==> src/rtl/salru_pkg.sv <==
// Shared types and fixed constants for the set-associative LRU cache lookup.
// No dependencies; imported by the controller, the datapath and the top level.
`timescale 1ns / 1ps
`default_nettype none

package salru_pkg;

   localparam int CNT_BITS      = 32;
   localparam int WAYS_LOG2_BITS = 3;
   localparam int WAY_USED_BITS = 4;
   localparam int KEY_MAX_BITS  = 16;
   localparam int SHIFT_BITS    = 4;

   typedef struct packed {
      logic load;
      logic scan;
      logic commit;
   } salru_cmd_type;

   typedef struct packed {
      logic scan_done;
   } salru_status_type;

endpackage

`default_nettype wire

==> src/rtl/salru_ram.sv <==
// Generic single-port-write, single-port-read RAM with registered read data.
// No dependencies.
`timescale 1ns / 1ps
`default_nettype none

module salru_ram #(
   parameter int WIDTH = 48,
   parameter int DEPTH = 16
) (
   input  wire logic                     clock,
   input  wire logic                     wr_en,
   input  wire logic [$clog2(DEPTH)-1:0] wr_addr,
   input  wire logic [WIDTH-1:0]         wr_data,
   input  wire logic [$clog2(DEPTH)-1:0] rd_addr,
   output logic      [WIDTH-1:0]         rd_data
);

   logic [WIDTH-1:0] mem_ff [DEPTH];
   logic [WIDTH-1:0] rd_data_ff;

   always_ff @(posedge clock) begin
      if (wr_en) begin
         mem_ff[wr_addr] <= wr_data;
      end
      rd_data_ff <= mem_ff[rd_addr];
   end

   assign rd_data = rd_data_ff;

endmodule

`default_nettype wire

==> src/rtl/salru_ctrl.sv <==
// Controller state machine for the cache lookup: accept, scan the ways, commit.
// Depends on salru_pkg for the command and status structs.
`timescale 1ns / 1ps
`default_nettype none

module salru_ctrl (
   input  wire logic                        clock,
   input  wire logic                        reset,
   input  wire logic                        start,
   output logic                             busy,
   output salru_pkg::salru_cmd_type         cmd,
   input  wire salru_pkg::salru_status_type status
);

   import salru_pkg::*;

   localparam logic [1:0] ST_IDLE   = 2'd0;
   localparam logic [1:0] ST_SCAN   = 2'd1;
   localparam logic [1:0] ST_COMMIT = 2'd2;

   logic [1:0] state_ff;
   logic [1:0] state_in;

   always_comb begin
      state_in = state_ff;
      cmd      = '0;
      unique case (state_ff)
         ST_IDLE: begin
            if (start) begin
               cmd.load = 1'b1;
               state_in = ST_SCAN;
            end
         end
         ST_SCAN: begin
            cmd.scan = 1'b1;
            if (status.scan_done) begin
               state_in = ST_COMMIT;
            end
         end
         ST_COMMIT: begin
            cmd.commit = 1'b1;
            state_in   = ST_IDLE;
         end
         default: begin
            state_in = ST_IDLE;
         end
      endcase
   end

   always_ff @(posedge clock) begin
      if (reset) begin
         state_ff <= ST_IDLE;
      end else begin
         state_ff <= state_in;
      end
   end

   assign busy = (state_ff != ST_IDLE);

endmodule

`default_nettype wire

==> src/rtl/salru_dp.sv <==
// Datapath of the cache lookup: layout register, tag/age RAM, valid bits,
// way scan with oldest-way search, counters and result registers.
// Depends on salru_pkg and salru_ram.
`timescale 1ns / 1ps
`default_nettype none

module salru_dp #(
   parameter int TOTAL_BLOCKS = 16,
   parameter int ADDRESS_BITS = 16,
   parameter int AGE_BITS     = 32
) (
   input  wire logic                                   clock,
   input  wire logic                                   reset,
   input  wire salru_pkg::salru_cmd_type               cmd,
   output salru_pkg::salru_status_type                 status,
   input  wire logic                                   csr_valid,
   input  wire logic [salru_pkg::WAYS_LOG2_BITS-1:0]   csr_ways_log2,
   input  wire logic [ADDRESS_BITS-1:0]                req_address,
   output logic                                        rsp_valid,
   output logic                                        rsp_hit,
   output logic      [salru_pkg::WAY_USED_BITS-1:0]    rsp_way_used,
   output logic      [salru_pkg::CNT_BITS-1:0]         rsp_hit_total,
   output logic      [salru_pkg::CNT_BITS-1:0]         rsp_access_total
);

   import salru_pkg::*;

   localparam int IDX_W    = $clog2(TOTAL_BLOCKS);
   localparam int TB_LOG2  = $clog2(TOTAL_BLOCKS + 1) - 1;
   localparam int KEY_BITS = (ADDRESS_BITS < KEY_MAX_BITS) ? ADDRESS_BITS : KEY_MAX_BITS;
   localparam int RAM_W    = KEY_BITS + AGE_BITS;

   logic [WAYS_LOG2_BITS-1:0] ways_log2_ff;
   logic [AGE_BITS-1:0]       acc_num_ff;
   logic [CNT_BITS-1:0]       hits_ff;
   logic [CNT_BITS-1:0]       probes_ff;
   logic [TOTAL_BLOCKS-1:0]   valid_ff;
   logic                      rsp_valid_ff;

   logic [KEY_BITS-1:0]       key_ff;
   logic [IDX_W-1:0]          base_ff;
   logic [IDX_W-1:0]          way_ff;
   logic [IDX_W-1:0]          victim_ff;
   logic [AGE_BITS-1:0]       best_age_ff;
   logic [IDX_W:0]            examined_ff;
   logic                      hit_ff;

   logic                      rsp_hit_ff;
   logic [WAY_USED_BITS-1:0]  rsp_way_used_ff;
   logic [CNT_BITS-1:0]       rsp_hit_total_ff;
   logic [CNT_BITS-1:0]       rsp_access_total_ff;

   logic [SHIFT_BITS-1:0]     wl_eff;
   logic [SHIFT_BITS-1:0]     set_bits;
   logic [IDX_W-1:0]          set_mask;
   logic [IDX_W-1:0]          ways_m1;
   logic [KEY_BITS-1:0]       key_now;
   logic [IDX_W-1:0]          base_now;
   logic [IDX_W-1:0]          way_next;
   logic [IDX_W-1:0]          rd_addr;
   logic [IDX_W-1:0]          entry_cur;
   logic [IDX_W-1:0]          entry_victim;
   logic [RAM_W-1:0]          rd_data;
   logic [KEY_BITS-1:0]       rd_tag;
   logic [AGE_BITS-1:0]       rd_age;
   logic                      cur_valid;
   logic                      match;
   logic                      last_way;
   logic [CNT_BITS:0]         hits_sum;
   logic [CNT_BITS:0]         probes_sum;
   logic [CNT_BITS-1:0]       hits_in;
   logic [CNT_BITS-1:0]       probes_in;

   // layout: clamp ways to the block count, sets take the remaining index bits
   assign wl_eff   = ({1'b0, ways_log2_ff} > SHIFT_BITS'(TB_LOG2)) ?
                     SHIFT_BITS'(TB_LOG2) : {1'b0, ways_log2_ff};
   assign set_bits = SHIFT_BITS'(TB_LOG2) - wl_eff;
   assign set_mask = ~({IDX_W{1'b1}} << set_bits);
   assign ways_m1  = ~({IDX_W{1'b1}} << wl_eff);

   assign key_now  = KEY_BITS'(req_address);
   assign base_now = (IDX_W'(key_now) & set_mask) << wl_eff;
   assign way_next = (way_ff + IDX_W'(1)) & ways_m1;

   // fetch way 0 while idle, then the following way during each scan cycle
   assign rd_addr      = cmd.scan ? (base_ff + way_next) : base_now;
   assign entry_cur    = base_ff + way_ff;
   assign entry_victim = base_ff + victim_ff;

   salru_ram #(
      .WIDTH (RAM_W),
      .DEPTH (TOTAL_BLOCKS)
   ) u_ram (
      .clock   (clock),
      .wr_en   (cmd.commit),
      .wr_addr (entry_victim),
      .wr_data ({key_ff, acc_num_ff}),
      .rd_addr (rd_addr),
      .rd_data (rd_data)
   );

   assign rd_tag    = rd_data[RAM_W-1:AGE_BITS];
   assign rd_age    = rd_data[AGE_BITS-1:0];
   assign cur_valid = valid_ff[entry_cur];
   assign match     = cur_valid && (rd_tag == key_ff);
   assign last_way  = (way_ff == ways_m1);

   assign status.scan_done = match || !cur_valid || last_way;

   assign hits_sum   = {1'b0, hits_ff} + (CNT_BITS + 1)'(hit_ff);
   assign probes_sum = {1'b0, probes_ff} + (CNT_BITS + 1)'(examined_ff)
                       + (CNT_BITS + 1)'(!hit_ff);
   assign hits_in    = hits_sum[CNT_BITS] ? {CNT_BITS{1'b1}} : hits_sum[CNT_BITS-1:0];
   assign probes_in  = probes_sum[CNT_BITS] ? {CNT_BITS{1'b1}} : probes_sum[CNT_BITS-1:0];

   always_ff @(posedge clock) begin
      if (reset) begin
         ways_log2_ff <= '0;
         acc_num_ff   <= '0;
         hits_ff      <= '0;
         probes_ff    <= '0;
         valid_ff     <= '0;
         rsp_valid_ff <= 1'b0;
      end else begin
         if (csr_valid) begin
            ways_log2_ff <= csr_ways_log2;
         end
         if (cmd.load) begin
            acc_num_ff <= acc_num_ff + AGE_BITS'(1);
         end
         if (cmd.commit) begin
            valid_ff[entry_victim] <= 1'b1;
            hits_ff                <= hits_in;
            probes_ff              <= probes_in;
         end
         rsp_valid_ff <= cmd.commit;
      end
   end

   always_ff @(posedge clock) begin
      if (cmd.load) begin
         key_ff  <= key_now;
         base_ff <= base_now;
         way_ff  <= '0;
         hit_ff  <= 1'b0;
      end
      if (cmd.scan) begin
         way_ff      <= way_next;
         examined_ff <= {1'b0, way_ff} + (IDX_W + 1)'(1);
         priority if (match) begin
            hit_ff    <= 1'b1;
            victim_ff <= way_ff;
         end else if (!cur_valid) begin
            victim_ff <= way_ff;
         end else if ((way_ff == '0) || (rd_age < best_age_ff)) begin
            victim_ff   <= way_ff;
            best_age_ff <= rd_age;
         end
      end
      if (cmd.commit) begin
         rsp_hit_ff          <= hit_ff;
         rsp_way_used_ff     <= WAY_USED_BITS'(victim_ff);
         rsp_hit_total_ff    <= hits_in;
         rsp_access_total_ff <= probes_in;
      end
   end

   assign rsp_valid        = rsp_valid_ff;
   assign rsp_hit          = rsp_hit_ff;
   assign rsp_way_used     = rsp_way_used_ff;
   assign rsp_hit_total    = rsp_hit_total_ff;
   assign rsp_access_total = rsp_access_total_ff;

`ifndef NO_ASSERTIONS
   a_commit_after_scan: assert property (@(posedge clock) disable iff (reset)
      cmd.commit |-> $past(cmd.scan && status.scan_done))
      else $error("commit without a finished scan");

   a_rsp_after_commit: assert property (@(posedge clock) disable iff (reset)
      rsp_valid_ff |-> $past(cmd.commit))
      else $error("result strobe without a commit");

   a_hit_on_valid: assert property (@(posedge clock) disable iff (reset)
      (cmd.commit && hit_ff) |-> valid_ff[entry_victim])
      else $error("hit committed to an invalid entry");

   a_examined_nonzero: assert property (@(posedge clock) disable iff (reset)
      cmd.commit |-> (examined_ff != '0))
      else $error("commit with no way examined");
`endif

endmodule

`default_nettype wire

==> src/rtl/set_assoc_lru_cache_lookup_top.sv <==
// Top level of the set-associative LRU cache lookup: controller and datapath.
// Depends on salru_pkg, salru_ctrl, salru_dp (and salru_ram through the datapath).
//
// Each lookup accepts the address and fetches way 0, then compares the ways in turn
// until a hit, an invalid way or the last way, as the single tag/age RAM read port
// delivers one way a cycle, and then writes back tag, age and valid bit. busy is high
// in the scan and write-back states; the result strobe rsp_valid is high for one cycle
// just after the write-back, and the receiver cannot stall it, so a new item may be
// started in that same cycle. csr_ready is always high; write ways_log2 only while idle.
// No clearing pass: reset clears counters, ways_log2 and valid bits, not the RAM.
`timescale 1ns / 1ps
`default_nettype none

module set_assoc_lru_cache_lookup_top #(
   parameter int TOTAL_BLOCKS = 16,
   parameter int ADDRESS_BITS = 16,
   parameter int AGE_BITS     = 32
) (
   input  wire logic                                 clock,
   input  wire logic                                 reset,
   input  wire logic                                 start,
   output logic                                      busy,
   input  wire logic [ADDRESS_BITS-1:0]              req_address,
   output logic                                      rsp_valid,
   output logic                                      rsp_hit,
   output logic      [salru_pkg::WAY_USED_BITS-1:0]  rsp_way_used,
   output logic      [salru_pkg::CNT_BITS-1:0]       rsp_hit_total,
   output logic      [salru_pkg::CNT_BITS-1:0]       rsp_access_total,
   input  wire logic                                 csr_valid,
   output logic                                      csr_ready,
   input  wire logic [salru_pkg::WAYS_LOG2_BITS-1:0] csr_ways_log2
);

   import salru_pkg::*;

   salru_cmd_type    cmd;
   salru_status_type status;

   assign csr_ready = 1'b1;

   salru_ctrl u_ctrl (
      .clock  (clock),
      .reset  (reset),
      .start  (start),
      .busy   (busy),
      .cmd    (cmd),
      .status (status)
   );

   salru_dp #(
      .TOTAL_BLOCKS (TOTAL_BLOCKS),
      .ADDRESS_BITS (ADDRESS_BITS),
      .AGE_BITS     (AGE_BITS)
   ) u_dp (
      .clock            (clock),
      .reset            (reset),
      .cmd              (cmd),
      .status           (status),
      .csr_valid        (csr_valid),
      .csr_ways_log2    (csr_ways_log2),
      .req_address      (req_address),
      .rsp_valid        (rsp_valid),
      .rsp_hit          (rsp_hit),
      .rsp_way_used     (rsp_way_used),
      .rsp_hit_total    (rsp_hit_total),
      .rsp_access_total (rsp_access_total)
   );

endmodule

`default_nettype wire
==> config.mk <==
export PLATFORM = sky130hd
export DESIGN_NAME = set_assoc_lru_cache_lookup_top
export DESIGN_NICKNAME = d
export VERILOG_FILES = /design/src/rtl/salru_pkg.sv /design/src/rtl/salru_ram.sv /design/src/rtl/salru_ctrl.sv /design/src/rtl/salru_dp.sv /design/src/rtl/set_assoc_lru_cache_lookup_top.sv
export SDC_FILE = /design/constraint.sdc
export NUM_CORES = 1
export LEC_CHECK = 0
export BUFFER_PORTS_ARGS = -buffer_cell sky130_fd_sc_hd__buf_2
export CORE_MARGIN = 2
export CORE_UTILIZATION = 65
export CTS_CLUSTER_DIAMETER = 120
export DETAILED_ROUTE_END_ITERATION = 10
export GPL_TIMING_DRIVEN = 1
export MAX_ROUTING_LAYER = met4
export PLACE_DENSITY = 0.82
export SLEW_MARGIN = 30
export SYNTH_ARGS = -nofsm -noshare
export SYNTH_HDL_FRONTEND = slang
export SYNTH_SLANG_ARGS = --single-unit
==> constraint.sdc <==
create_clock -name clock -period 6 [get_ports clock]
set_input_delay 1.2 -clock clock [delete_from_list [all_inputs] [get_ports clock]]
set_output_delay 1.2 -clock clock [all_outputs]
set_load 0.01 [all_outputs]
==> out/qor.csv <==
stage;metric;value;unit
status;status;finished, final reports clean;
sta;period_share;0.6845;
global_routing;grt_pass1_vias;23020;
synth;syn_area_per_cell;17.72;um2
worst_setup_path;critPathMaxFanout;42;
global_routing;grt-busiest-layer;met2;
detailed_routing;detail-route-antenna-nets;0;
sta;fin_crit;4.107;ns
detailed_routing;wirelength;92260;um
global_routing;grt_max_degree;79;
synth;synth_edf_count;902;
detailed_routing;first_pass_iters;7;
worst_setup_path;regToRegStartpoint;u_dp.ways_log2_ff[0];
global_routing;antenna_found_initial;1;
worst_hold_path;hp-start;u_dp.u_ram.rd_data[0];
sta;setup_ws;1.893;ns
power;netSwitchingPower;3.689;mW
cts;htree_levels;3;
global_routing;met3_usage;0.04591;
die;core.rowCount;93;
sta;maxSlewHeadroom;0.3509;
sta;rsz0062_at_grt;no;
place;dp_slack;2.011;ns
die;die_w;259.8;um
sta;setup_tns;0;ns
layout;drive_gt1_frac;0.2063;
die;die_area;67480;um2
worst_setup_path;rrSetupSlack;1.89;ns
cts;cts_buffers;101;
global_routing;grt_overflow;0;
cts;root_buffer;clkbuf_16;
worst_setup_path;worstReg2RegEnd;u_dp.u_ram.rd_data[20];
worst_setup_path;startpoint_type;flop;
sta;fin_skew;0.03613;ns
cts;clkLatencyLatePin;0.68;ns
synth;syn_nets;2481;
power;swShare;0.2231;
power;power.total;16.54;mW
die;io_pins;95;
worst_setup_path;worstPathRequired;6.54;ns
sta;report.final.slew_viol_count;0;
detailed_routing;vias;22760;
global_routing;grt_pass1_wl;139000;um
layout;fin_nets;2603;
synth;synth_top_area_share;0.6370;
detailed_routing;drc;0;
global_routing;gr-usage-all-layers;0.2862;
synth;yosysTopAreaCell;edfxtp_1;
cts;cts_setup_buffers;0;
place;port_buffers;93;
job;max_cap_viol_count;0;
power;p_leak;16.06;nW
worst_hold_path;hold_depth;0;
synth;ys.flop_type;edfxtp_1;
synth;ys_ff_latch;1069;
power;powerDensity;346.8;nW/um2
layout;mostFrequentLayoutCells;edfxtp_1, mux4_2, dfxtp_1, mux2i_1;
power;peakVddDrop;0.0003033;V
worst_hold_path;hold_path_class;flop to flop;
global_routing;met2_usage;0.4750;
sta;setup_viol;0;
layout;final_common_cell;edfxtp_1;
sta;tightest_slew;0.9736;ns
place;dp_hpwl;47170;um
cts;clk_pin_slew_worst_paths;0.07;ns
cts;clock_sinks;1069;
die;fp.dieH;259.8;um
power;p_comb_frac;0.083;
detailed_routing;wl_per_cell;26.63;um
place;finalWeightedCongestion;0.8695;
cts;clockBufferDepth;3;
die;core;64580;um2
worst_hold_path;min_to;u_dp.best_age_ff[0];
power;intPower;12.85;mW
place;postPlaceCellArea;44080;um2
detailed_routing;avgViaCountPerCell;6.571;
layout;fin_area;47680;um2
worst_setup_path;critPathCaptureType;flop;
worst_setup_path;path_class;flop to flop;
detailed_routing;drt_iter0_drc;2669;
worst_setup_path;crit_arrival;4.65;ns
cts;post_cts_resized;0;
synth;synthArstFlopShare;0;
layout;area_delta_synth_final;12.14;%
synth;synthCells;2400;
power;pwr-share-clk;0.412;
power;seq_power_share;0.505;
synth;synth_seq_area_share;0.7156;
die;start_util;0.6584;
cts;ctsHoldBuffers;0;
worst_setup_path;reg2reg_depth;15;
synth;yosys_warnings;0;
synth;syn_area;42520;um2
synth;synth_cell_types;68;
sta;fmax;243.5;MHz
cts;cts_tree;built;
global_routing;use_met1;0.3640;
synth;synth_area_leaders;edfxtp_1, mux4_2, dfxtp_1;
sta;hold_violations;0;
[critical path, stage by stage, from the launching register on]
cell	delay [ns]
dfxtp_1	0.49
nor2b_1	0.22
inv_1	0.06
ha_1	0.17
ha_1	0.17
inv_1	0.05
ha_1	0.15
ha_1	0.19
inv_1	0.07
fa_1	0.37
xor2_1	0.17
nor2_1	0.13
a21o_4	0.67
buf_4	0.57
mux2i_1	0.34
mux2i_1	0.12
[power groups by stage]
stage / clock network, mW / logic [mW] / registers (mW)
4_1_cts: 6.89 / 1.39 / 8.34
5_1_grt: 7.16 / 1.47 / 8.35
2_1_floorplan: 0 / 1.03 / 8.44
3_5_place_dp: 0 / 1.35 / 8.49
6_report: 6.82 / 1.38 / 8.34
3_3_place_gp: 0 / 1.31 / 8.48
[metrics by stage]
step | hold slack (ns) | std cells | utilization
final | 0.4482 | 3464 | 0.7383
after global routing | 0.4502 | 3464 | 0.7383
after CTS | 0.4370 | 3463 | 0.7382
after detailed placement | 0.4131 | 3274 | 0.6825
after global placement | 0.4111 | 3272 | 0.6812
after floorplan | 0.3995 | 2400 | -
[area by class of cell]
class                      instances  area (um2)
clock inverter                    62       858.3
sequential                      1069       30430
clock buffer                     127        2736
antenna                            1       2.502
fill                            3537       16900
inverter                          59       224.0
tap                              855        1070
timing repair buffer             136       955.9
multi-input combinational       1155       11410
[cells by family after synthesis]
kind of cell / after synthesis / share of synthesized area
AO/OA/AOI/OAI: 202 / 0.03160
other: 1 / 0.00008819
XOR/XNOR: 99 / 0.02039
flip-flops: 1069 / 0.7156
AND/OR/NAND/NOR: 435 / 0.05155
adder cells (fa/ha/maj): 58 / 0.01795
multiplexers: 360 / 0.1427
buffers and inverters: 176 / 0.02013
[routing by layer]
metal	share of wire	up-vias	wire (um)
met1	0.38	11610	35200
li1	-	9728	-
met4	0.030	0	2724
met2	0.51	1222	47280
met3	0.076	206	7052
met5	0	-	0
[sequential cells by signal, summed over array words and instances, names as in the netlist, 2 cells and up]
name	count
u_dp.u_ram.mem_ff	768
u_dp.rsp_hit_total	32
u_dp.ways_log2_ff	3
u_dp.rsp_way_used	4
u_dp.u_ram.rd_data	48
u_dp.victim_ff	4
u_dp.best_age_ff	32
u_ctrl.state_ff	2
u_dp.probes_ff	32
u_dp.acc_num_ff	32
u_dp.examined_ff	5
u_dp.rsp_access_total	32
u_dp.base_ff	4
u_dp.key_ff	16
u_dp.hits_ff	32
u_dp.way_ff	4
u_dp.valid_ff	16
[how the worst max path moves through the flow]
stage	from	to	slack (ns)
floorplan	u_dp.base_ff[0]	u_dp.u_ram.mem_ff[4][0]	1.94
global placement	u_dp.ways_log2_ff[2]	u_dp.u_ram.rd_data[47]	2.09
detailed placement	u_dp.ways_log2_ff[2]	u_dp.u_ram.rd_data[20]	2.01
CTS	u_dp.ways_log2_ff[2]	u_dp.u_ram.rd_data[30]	1.90
global route	u_dp.ways_log2_ff[2]	u_dp.u_ram.rd_data[20]	1.67
finish	u_dp.ways_log2_ff[0]	u_dp.u_ram.rd_data[20]	1.89
[cell usage after synthesis (all sizes together) (3+ instances only)]
cell,count
a21oi,56
mux2i,156
xor2,54
and3,37
nand2,101
a21o,6
o21a,24
clkbuf,37
a221oi,3
nand2b,6
xnor2,45
a211oi,9
nor4,11
edfxtp,902
inv,59
o21ai,39
a311oi,18
a41oi,5
nor3,32
and2,10
nand3,51
nor2,118
buf,80
and4,25
mux4,196
nand4,25
fa,5
dfxtp,167
ha,53
mux2,8
a41o,9
or3,4
nor2b,5
o22ai,3
a31oi,13
(Power assumes the default switching activity.)
